### src/rtl/core/olpt_pkg.sv
package olpt_pkg;

	// Width of the probe count and stored count result fields.
	localparam int PW = 11;

	// Operation codes.
	localparam logic [1:0] OP_LOOKUP = 2'd0;
	localparam logic [1:0] OP_INSERT = 2'd1;
	localparam logic [1:0] OP_ERASE  = 2'd2;

	// Slot kinds.
	localparam logic [1:0] KIND_EMPTY   = 2'd0;
	localparam logic [1:0] KIND_PRESENT = 2'd1;
	localparam logic [1:0] KIND_TOMB    = 2'd2;

	// Result status codes.
	localparam logic [2:0] ST_INSERTED = 3'd0;
	localparam logic [2:0] ST_DUP      = 3'd1;
	localparam logic [2:0] ST_ERASED   = 3'd2;
	localparam logic [2:0] ST_NOTFOUND = 3'd3;
	localparam logic [2:0] ST_FOUND    = 3'd4;
	localparam logic [2:0] ST_FULL     = 3'd5;
	localparam logic [2:0] ST_OVERFLOW = 3'd6;

	// Back end sequencer states.
	typedef enum logic [2:0] {
		BS_CLEAR,
		BS_IDLE,
		BS_ISSUE,
		BS_WALK,
		BS_HOME
	} back_state_t;

	// Status the back end reports to the front end.
	typedef struct packed {
		logic clearing;
		logic ready;
	} back_stat_t;

endpackage

### src/rtl/core/olpt_home.sv
// Home slot of a key: floor(key * HOME_SLOTS / 2^64).
// The two partial products are registered; the sum is formed combinationally from them.
module olpt_home #(
	parameter int HOME_SLOTS = 1024,
	parameter int IW = 11
) (
	input  logic          clk,
	input  logic [63:0]   key,
	output logic [IW-1:0] home
);
	localparam int HW = $clog2(HOME_SLOTS + 1);
	localparam int MW = 32 + HW;

	logic [MW-1:0] ph_q;
	logic [MW-1:0] pl_q;
	logic [MW:0]   sum;

	// Partial products of the high and low key halves.
	always_ff @(posedge clk) begin
		ph_q <= MW'(key[63:32]) * MW'(HOME_SLOTS);
		pl_q <= MW'(key[31:0]) * MW'(HOME_SLOTS);
	end

	// Combine the halves and keep the bits above 2^32.
	assign sum  = {1'b0, ph_q} + {1'b0, (pl_q >> 32)};
	assign home = IW'(sum >> 32);
endmodule

### src/rtl/core/olpt_front.sv
// Front end: takes commands, computes the home slot and queues the beats.
module olpt_front #(
	parameter int HOME_SLOTS = 1024,
	parameter int IW = 11
) (
	input  logic                clk,
	input  logic                arst_n,
	input  logic                start,
	input  logic [1:0]          op,
	input  logic [63:0]         key,
	input  olpt_pkg::back_stat_t bstat,
	input  logic                pop,
	output logic                busy,
	output logic                q_valid,
	output logic [1:0]          q_op,
	output logic [63:0]         q_key,
	output logic [IW-1:0]       q_home
);
	localparam int QD = 2;

	logic          v_s1;
	logic [1:0]    op_s1;
	logic [63:0]   key_s1;
	logic [IW-1:0] home_s1;
	logic          take;

	logic [1:0]    q_op_q   [QD];
	logic [63:0]   q_key_q  [QD];
	logic [IW-1:0] q_home_q [QD];
	logic          wr_ptr_q;
	logic          rd_ptr_q;
	logic [1:0]    cnt_q;

	olpt_home #(.HOME_SLOTS(HOME_SLOTS), .IW(IW)) u_home (
		.clk  (clk),
		.key  (key),
		.home (home_s1)
	);

	// Hold off while the table clears or when the queue could not take the beat.
	assign busy = bstat.clearing || ((cnt_q + 2'(v_s1)) >= 2'(QD));
	assign take = start && !busy;

	// Stage one: the command waits here while its home slot is formed.
	always_ff @(posedge clk or negedge arst_n) begin
		if (!arst_n) begin
			v_s1 <= 1'b0;
		end else begin
			v_s1 <= take;
		end
	end

	always_ff @(posedge clk) begin
		if (take) begin
			op_s1  <= op;
			key_s1 <= key;
		end
	end

	// Two-entry queue between the front and back ends.
	always_ff @(posedge clk or negedge arst_n) begin
		if (!arst_n) begin
			wr_ptr_q <= 1'b0;
			rd_ptr_q <= 1'b0;
			cnt_q    <= 2'd0;
		end else begin
			if (v_s1) begin
				wr_ptr_q <= !wr_ptr_q;
			end
			if (pop) begin
				rd_ptr_q <= !rd_ptr_q;
			end
			cnt_q <= cnt_q + 2'(v_s1) - 2'(pop);
		end
	end

	always_ff @(posedge clk) begin
		if (v_s1) begin
			q_op_q[wr_ptr_q]   <= op_s1;
			q_key_q[wr_ptr_q]  <= key_s1;
			q_home_q[wr_ptr_q] <= home_s1;
		end
	end

	assign q_valid = (cnt_q != 2'd0);
	assign q_op    = q_op_q[rd_ptr_q];
	assign q_key   = q_key_q[rd_ptr_q];
	assign q_home  = q_home_q[rd_ptr_q];
endmodule

### config.mk
export PLATFORM = sky130hd
export DESIGN_NAME = olpt_front
export DESIGN_NICKNAME = d
export VERILOG_FILES = /design/src/rtl/core/olpt_pkg.sv /design/src/rtl/core/olpt_home.sv /design/src/rtl/core/olpt_front.sv
export SDC_FILE = /design/constraint.sdc
export NUM_CORES = 1
export LEC_CHECK = 0
export BUFFER_PORTS_ARGS = -buffer_cell sky130_fd_sc_hd__buf_2
export CAP_MARGIN = 10
export CORE_ASPECT_RATIO = 1.2
export CORE_UTILIZATION = 40
export CTS_CLUSTER_DIAMETER = 30
export DETAILED_ROUTE_END_ITERATION = 16
export PLACE_DENSITY_LB_ADDON = 0.05
export SETUP_SLACK_MARGIN = 0.2
export SYNTH_ARGS = -nofsm -noshare
export SYNTH_HDL_FRONTEND = slang
export SYNTH_SLANG_ARGS = --single-unit
export TNS_END_PERCENT = 30
### constraint.sdc
create_clock -name clk -period 9.4 [get_ports clk]
set_clock_uncertainty 0.15 [all_clocks]
set_input_delay 0.94 -clock clk [delete_from_list [all_inputs] [get_ports clk]]
set_output_delay 0.94 -clock clk [all_outputs]
set_load 0.02 [all_outputs]
==> results.toml, run 1 <==
[power_and_ir_drop]
p_leak_uw = 0.00387
intPower_uw = 2510
peakVddDrop_mv = 0.249
p_switching_uw = 906
pwr-share-clk_pct = 41.8
combinationalPowerShare_pct = 18.5
switching_share_pct = 26.5
p_seq_share_pct = 39.7
p_per_area_nw_per_um2 = 328

[job]
drv_cap = 0

[logic_synthesis]
synth_fa_ha_area_share_pct = 0.311
syn-instance-count = 333
synth.area.top_cells = "edfxtp_1 81%, mux2_2 6.4%, mux2_4 5.6%"
synth_top_family_by_area = "multiplexers"
synth_edf_count = 218
yosys.area_share.simple_pct = 0.420
synthArstFlopShare_pct = 2.15
synth_area_um2 = 8040
yosys_warnings = 0
avgSynthCellArea_um2 = 24.1
ys_seq_area_share_pct = 85.5
ys_types = 19
netlist.area_leader.share_pct = 81.4
synth_area_leader_cell = "edfxtp_1"
synth_xor_area_share_pct = 0.436
synth-compound-area-share_pct = 0
synth-seq-cells = 233
synthMuxAreaShare_pct = 12.0
ys.flop_type = "edfxtp_1"
synthesis.nets = 407

[sta]
min_period_ps = 3710
max_slew_margin_pct = 26.8
finalSetupTns_ps = 0
fin_crit_sh_pct = 39.5
setup_viol_count_final = 0
maxSlewViolCount = 0
worst_pin_slew_ps = 1100
hold_viol_final = 0
rsz0062_at_grt = "false"
hold_ws_ps = 96.6
max_freq_mhz = 270

[die]
start_util_pct = 41.0
die_w_um = 131
dieHeight_um = 157
placeableCoreArea_um2 = 19600
die_area_um2 = 20700
boundaryPins = 151
fp-row-count = 56

[route]
drcViolationCount = 0
via_per_inst = 4.53
maxUsedRoutingLayer = "met4"
wl_met3_mm = 1.10
wire_per_inst_um = 16.4
first_pass_iters = 4
ant_nets = 0
route.vias.total = 3673
dr.first_iter.drc_count = 172
wirelength_mm = 13.3
wl_met2_mm = 6.62
wl_met1_mm = 5.32

[grt]
antenna_found_initial = 0
gr-total-overflow = 0
grt_pass1_vias = 3934
grt_pass1_wl_mm = 20.7
grt_max_degree = 77
grt.total_usage_pct = 13.2

[cts]
clk_pin_slew_worst_paths_ps = 40
cts_made_buffers = 40
cts_tree = "built"
cts_buffer_depth = 3
postCtsSetupRepairBufs = 0
numClockSinks = 233
root_buffer = "clkbuf_16"
cts_hold_buf = 0
clk_latency_ps = 500
htreeDepth = 2
cts_resized = 0

[setup_path]
path_class = "reg2out"
worstPathArrival_ps = 2620
cp-end-kind = "output pin"
crit_slowest_cell = "dfrtp_4"
rr_worst_depth = 4
cp_max_fo = 47
path_cells = "buf_4 -> mux2_2 -> buf_2"
slowest_delay_ps = 740
critPathRequiredTime_ps = 8310
startpoint_type = "flop"

[layout]
stdcell_area_um2 = 10400
antenna_cells = 0
layout.nets = 591
layout-drive-gt1-share_pct = 54.3
area_delta_synth_final_pct = 29.6

[place]
gp_congestion = 0.679
port_buffers = 148
place_area_um2 = 9060
dp_hpwl_mm = 7.18

[run_status]
status = "complete, no violations"

[hold_path]
min_path_type = "in2async"
==> cells by family after synthesis <==
group	after synthesis
adder cells (fa/ha/maj)	2
multiplexers	76
XOR/XNOR	4
AND/OR/NAND/NOR	5
flip-flops	233
buffers and inverters	12
other	1
==> power by group through the flow <==
stage	registers [uW]	clock network (uW)	logic, uW
2_1_floorplan	1340	0	503
3_3_place_gp	1370	0	646
3_5_place_dp	1380	0	647
4_1_cts	1360	1470	650
5_1_grt	1370	1520	677
6_report	1360	1430	631
==> cell usage after synthesis (2+ instances only) <==
master	n
ha_1	2
edfxtp_1	218
buf_2	4
buf_8	3
xnor2_1	2
xor2_1	2
buf_6	2
mux2_2	46
dfrtp_1	5
dfxtp_1	10
inv_1	2
mux2_4	30
==> area by class of cell <==
| type | count | area (um^2) |
|---|---|---|
| well taps | 261 | 327 |
| repair buffers | 152 | 771 |
| clock buffers | 48 | 1060 |
| fillers | 1610 | 9200 |
| flip-flops and latches | 233 | 6880 |
| inverters | 2 | 7.51 |
| multi-input cells | 88 | 1080 |
| clock inverters | 26 | 298 |
==> routing by layer <==
layer	up-vias	track usage, %
met3	25	5.06
met5	-	0
li1	1702	-
met4	0	6.42
met2	133	21.9
met1	1813	15.0
==> stage by stage <==
stage	util, %	power [uW]	setup slack (ps)	instances
floorplan	-	1840	4960	333
global placement	46.2	2020	6140	736
detailed placement	46.2	2030	6140	736
CTS	53.1	3480	5600	810
global route	53.1	3560	5540	810
finish	53.1	3410	5690	810
==> cell usage in the layout, fill, tap and decap left out, drive strengths merged <==
master	netlist	layout
bufinv	0	5
edfxtp	218	218
nor2b	1	1
dfxtp	10	10
clkinv	0	12
inv	2	6
and3b	1	1
ha	2	2
xnor2	2	2
nand2b	1	1
and2	1	1
buf	10	152
mux2	76	76
or2	1	1
clkinvlp	0	5
conb	1	1
xor2	2	2
dfrtp	5	5
clkbuf	0	48
==> worst paths after layout <==
kind                            startpoint             end  slack [ps]
max                               rd_ptr_q       q_home[9]        5690
min                                 arst_n        cnt_q[1]         100
max reg2reg                           v_s1       key_s1[6]        6820
min reg2reg                u_home.ph_q[32]  q_home_q[0][0]         270
max in group asynchronous           arst_n        rd_ptr_q        8850
min in group clk           u_home.ph_q[32]  q_home_q[0][0]         270
==> state kept, by name, indices dropped and copies added, names as in the netlist <==
register	count
op_s1	2
u_home.ph_q	10
wr_ptr_q	1
rd_ptr_q	1
key_s1	64
q_home_q	20
q_op_q	4
q_key_q	128
cnt_q	2
v_s1	1
==> worst max-delay path: cells and delay by family, from the launching register on <==
family / cells / cell delay (ps)
buffers and inverters: 2 / 900
flip-flops: 1 / 740
multiplexers: 1 / 410
No activity file was read; power rests on OpenSTA's default activity.
==> run 2, diff against run 1 <==
- ABC_AREA: default -> 1
- clock period: 9.4 -> 3.3 ns (I/O delays scaled with it)
==> run 2 against run 1 <==
Worst setup slack got worse by 4900 ps; hold slack worse by 74 ps; non-clock buffer count is 72 higher; core utilization grew 5.0 points; final cell count is 30% higher; die area is 1.6% higher; design area grew 10%; via count up 25%; global-route usage is 1.5 points higher; first-iteration DRC count rose by 16%; synthesized area rose by 1.6%; highest routed layer unchanged.
==> results.toml, run 2 <==
[run_status]
status = "complete, no violations"

[logic_synthesis]
synth_area_um2 = 8170
ys.flop_type = "edfxtp_1"
yosysMostFrequentCell = "edfxtp_1"
synth_area_leader_cell = "edfxtp_1"
synthArstFlopShare_pct = 2.15
ys_seq_area_share_pct = 84.1
yosys-top-cells-count = "218 x edfxtp_1, 85 x inv_1, 72 x nand2_1"
synth-seq-cells = 233
yosys_warnings = 0
avgSynthCellArea_um2 = 16.2
synth_edf_count = 218
netlist.area_leader.share_pct = 80.1
synthesis.nets = 578
synth.area.top_cells = "edfxtp_1 80%, inv_1 3.9%, o21ai_1 3.7%"
ys_types = 20
syn-instance-count = 504

[die]
die_w_um = 132
boundaryPins = 151
fp-row-count = 56
start_util_pct = 41.4
dieHeight_um = 159
die_area_um2 = 21000
placeableCoreArea_um2 = 19800

[place]
dp_hpwl_mm = 8.28
gp_congestion = 0.684
port_buffers = 148

[route]
dr.first_iter.drc_count = 199
wirelength_mm = 14.8
via_per_inst = 4.34
drcViolationCount = 0
wire_per_inst_um = 14.1
first_pass_iters = 4
ant_nets = 0
route.vias.total = 4575

[layout]
antenna_cells = 0
layout_common_cells = "218 x edfxtp_1, 148 x buf_2, 84 x inv_1"
final_util_pct = 58.1
area_delta_synth_final_pct = 40.4
fill_cells = 1599
layout-drive-gt1-share_pct = 32.4
largest-register = "q_key_q"
layout.nets = 830
reg.largest.list = "q_key_q (128), key_s1 (64), q_home_q (20)"
final_common_cell = "edfxtp_1"
largest_reg_flops = 128

[power_and_ir_drop]
p_per_area_nw_per_um2 = 933
pwr-share-clk_pct = 44.6
p_switching_uw = 3050
combinationalPowerShare_pct = 19.7
peakVddDrop_mv = 0.555
intPower_uw = 7660
p_leak_uw = 0.00463
switching_share_pct = 28.5
p_seq_share_pct = 35.8

[setup_path]
cp-end-kind = "output pin"
startpoint_type = "flop"
cp_top_family = "flip-flops"
path_class = "reg2out"
worstPathArrival_ps = 1980
cp_max_fo = 40
crit_slowest_cell = "dfrtp_4"
path_cells = "buf_4 -> nand2_1 -> o21ai_1 -> buf_2"
slowest_delay_ps = 630
crit_buf_inv = 2
critPathRequiredTime_ps = 2820

[cts]
cts_buffer_depth = 3
numClockSinks = 233
root_buffer = "clkbuf_16"
htreeDepth = 2
clk_latency_ps = 510
cts_made_buffers = 44
postCtsSetupRepairBufs = 0
cts_tree = "built"
clk_pin_slew_worst_paths_ps = 50

[grt]
gr-total-overflow = 0
grt.total_usage_pct = 14.7
antenna_found_initial = 0
grt_pass1_vias = 4802
grt_max_degree = 68
grt_pass1_wl_mm = 23.6

[sta]
max_freq_mhz = 406
finalSetupTns_ps = 0
hold_ws_ps = 23.1
min_period_ps = 2460
worst_pin_slew_ps = 594
maxSlewViolCount = 0
setup_viol_count_final = 0
max_slew_margin_pct = 60.3
hold_viol_final = 0
fin_crit_sh_pct = 74.7
rsz0062_at_grt = "false"

[job]
drv_cap = 0

[hold_path]
min_path_type = "in2async"
run 2: cell types whose count changed in the layout (fill, tap and decap cells not counted), moves of 30 or more:
cell and change:
dlygate4sd3_1 +68, nand2_1 +72, o21ai_1 +60, inv_1 +82, mux2_4 -30, mux2_2 -46
run 2: final cells by class:
type | count | area, um^2 | area share (%)
clock inverter | 29 | 435 | 3.79
timing repair buffer | 224 | 1510 | 13.1
multi-input combinational | 168 | 836 | 7.28
sequential | 233 | 6880 | 59.9
clock buffer | 53 | 1180 | 10.2
inverter | 85 | 320 | 2.79
tap | 261 | 327 | 2.85
run 2: kinds of logic (layout without fill, tap and decap cells):
logic type / count (synthesis) / count (layout) / share of synthesized area (%)
AOI/OAI and AO/OA: 76 / 76 / 5.11
xor gates and xnor gates: 2 / 2 / 0.214
adders and majority gates: 2 / 2 / 0.306
buffers and inverters: 103 / 391 / 5.86
DFF: 233 / 233 / 84.1
other: 1 / 1 / 0.0459
and+or+nand+nor: 87 / 87 / 4.36
run 2: per-stage QoR:
step / instances / area (um^2) / setup WS (ps) / power [uW]
global route: 1053 / 11500 / 652 / 11200
floorplan: 504 / 8180 / 320 / 5320
finish: 1053 / 11500 / 836 / 10700
global placement: 903 / 9180 / 1300 / 5960
detailed placement: 903 / 9180 / 1310 / 5980
CTS: 1053 / 11500 / 778 / 10900
run 2: worst paths after layout:
kind | slack (ps) | to | depth (start not counted) | from
worst max register to register | 1360 | key_s1[61] | 5 | v_s1
worst min register to register | 270 | q_home_q[0][9] | 0 | u_home.ph_q[41]
min in group clk | 220 | v_s1 | 4 | start
max in group asynchronous | 2830 | rd_ptr_q | 2 | arst_n
worst min-delay path | 20 | cnt_q[1] | 2 | arst_n
worst max-delay path | 840 | q_key[34] | 4 | rd_ptr_q
run 2: timing repair:
action,in CTS,in global routing
endpoints found under the hold margin,83,0
hold buffers,68,0
resized for setup,0,0
endpoints found under the setup margin,0,0
run 2: layer usage:
layer | share of wire [%] | up-vias | global-route usage (%)
li1 | - | 2260 | -
met3 | 5.0 | 44 | 3.47
met4 | 3.1 | 0 | 8.16
met5 | 0 | - | 0
met2 | 51 | 132 | 26.1
met1 | 40 | 2139 | 16.4
run 2: power by group through the flow:
stage / Combinational (uW) / Sequential (uW) / Clock (uW)
floorplan: 1520 / 3800 / 0
global placement: 2090 / 3860 / 0
detailed placement: 2090 / 3890 / 0
CTS: 2160 / 3830 / 4870
global route: 2330 / 3870 / 5000
finish: 2110 / 3830 / 4770
==> run 3, diff against run 2 <==
- clock period: 3.3 -> 2.6 ns (I/O delays scaled with it)
==> run 3 against run 2 <==
Worst setup slack lost 470 ps; critical path depth stayed put; wire length is 1.5% lower; largest power group unchanged; register-to-register slack got worse by 780 ps; via count increased by 0.68%; count of clock-buffer cells in the layout down 5; highest routed layer unchanged.
==> results.toml, run 3 (synthesized netlist as in run 2, its figures left out) <==
[grt]
grt.total_usage_pct = 14.5
grt_pass1_wl_mm = 23.2
grt_pass1_vias = 4722
grt_max_degree = 74
gr-total-overflow = 0
antenna_found_initial = 0

[setup_path]
critPathRequiredTime_ps = 2190
cp_top_family = "flip-flops"
cp-end-kind = "output pin"
r2r_end = "v_s1"
cp_max_fo = 25
reg2reg_slack_ps = 580
slowest_delay_ps = 620
rr_worst_depth = 6
r2r-start = "v_s1"
path_class = "reg2out"
crit_slowest_cell = "dfrtp_4"
crit_buf_inv = 2
worstPathArrival_ps = 1820
path_cells = "buf_4 -> nand2_1 -> o21ai_1 -> buf_2"
startpoint_type = "flop"

[die]
dieHeight_um = 159
placeableCoreArea_um2 = 19800
die_w_um = 132
die_area_um2 = 21000
boundaryPins = 151
fp-row-count = 56
start_util_pct = 41.4

[power_and_ir_drop]
p_leak_uw = 0.00456
p_seq_share_pct = 38.0
p_switching_uw = 3760
combinationalPowerShare_pct = 22.0
switching_share_pct = 29.5
peakVddDrop_mv = 0.583
intPower_uw = 9000
p_per_area_nw_per_um2 = 1120
pwr-share-clk_pct = 40.0

[layout]
multi_input_comb_area_um2 = 856
final_common_cell = "edfxtp_1"
seq_area_um2 = 6880
area_delta_synth_final_pct = 39.1
antenna_cells = 0
layout-drive-gt1-share_pct = 31.5
layout_common_cells = "218 x edfxtp_1, 148 x buf_2, 83 x inv_1"
reg.largest.list = "q_key_q (128), key_s1 (64), q_home_q (20)"
largest-register = "q_key_q"
largest_reg_flops = 128
layout.nets = 832
fill_cells = 1621

[sta]
setup_viol_count_final = 0
fin_crit_sh_pct = 85.8
finalSetupTns_ps = 0
hold_ws_ps = 95.3
hold_viol_final = 0
min_period_ps = 2230
worst_pin_slew_ps = 562
rsz0062_at_grt = "false"
max_slew_margin_pct = 62.5
maxSlewViolCount = 0
max_freq_mhz = 448

[job]
drv_cap = 0

[cts]
clk_pin_slew_worst_paths_ps = 40
cts_made_buffers = 41
numClockSinks = 233
cts_buffer_depth = 3
clk_latency_ps = 510
htreeDepth = 2
cts_resized = 0
root_buffer = "clkbuf_16"
cts_tree = "built"

[place]
gp_congestion = 0.695
dp_hpwl_mm = 8.42
port_buffers = 148

[hold_path]
hold_start = "bstat[1]"
min_path_type = "in2reg"
hold_path_end = "key_s1[1]"
holdPathStages = 4

[route]
wire_per_inst_um = 13.9
via_per_inst = 4.38
first_pass_iters = 4
dr.first_iter.drc_count = 198
route.vias.total = 4606
drcViolationCount = 0
wirelength_mm = 14.6
ant_nets = 0

[run_status]
status = "complete, no violations"
## run 3: per-layer routing
layer / vias to the layer above / part of all wire, % / global-route usage (%) / routed length [um]
met1: 2179 / 40 / 15.9 / 5890
met4: 0 / 2.5 / 6.57 / 372
li1: 2258 / - / - / -
met3: 33 / 5.7 / 4.17 / 840
met2: 136 / 51 / 26.1 / 7510
met5: - / 0 / 0 / 0
## run 3: worst max path at each step
| stage | start | endpoint | slack (ps) | cells after the start |
|---|---|---|---|---|
| after floorplan | wr_ptr_q | q_home_q[1][0] | 80 | 2 |
| after global placement | v_s1 | key_s1[7] | 690 | 6 |
| after detailed placement | v_s1 | key_s1[9] | 660 | 6 |
| after CTS | rd_ptr_q | q_key[8] | 320 | 4 |
| after global routing | rd_ptr_q | q_key[3] | 210 | 4 |
| final | rd_ptr_q | q_key[3] | 370 | 4 |
## run 3: timing repair
item | in CTS | in global routing
setup endpoints to repair | 2 | 0
hold buffers | 71 | 0
setup buffers | 1 | 0
hold endpoints to repair | 84 | 0
## run 3: worst register-to-register path: stages, from the launching register on
cell	delay, ps
dfrtp_1	400
ha_2	220
inv_2	40
nand2_2	80
nand3_4	90
nor2_4	350
dlygate4sd3_1	620
## run 3: cell type report
| cell class | count | area share (%) |
|---|---|---|
| tap | 261 | 2.87 |
| sequential | 233 | 60.5 |
| multi-input combinational | 168 | 7.53 |
| timing repair buffer | 229 | 14.4 |
| clock buffer | 48 | 9.72 |
| inverter | 85 | 2.82 |
| clock inverter | 27 | 2.19 |
## run 3: through the flow
| stage | cells | power (uW) | setup WS, ps | area (um^2) | util [%] |
|---|---|---|---|---|---|
| after floorplan | 504 | 6770 | 75.6 | 8210 | - |
| final | 1051 | 12800 | 370 | 11400 | 57.5 |
| after CTS | 1051 | 13000 | 317 | 11400 | 57.5 |
| after detailed placement | 904 | 7670 | 659 | 9290 | 47.0 |
| after global placement | 904 | 7630 | 686 | 9290 | 47.0 |
| after global routing | 1051 | 13400 | 211 | 11400 | 57.5 |
## run 3: power by group through the flow
stage          registers [uW]  clock network (uW)  logic [uW]
2_1_floorplan            4820                   0        1950
3_3_place_gp             4930                   0        2700
3_5_place_dp             4960                   0        2710
4_1_cts                  4860                5250        2890
5_1_grt                  4890                5420        3090
6_report                 4850                5110        2810
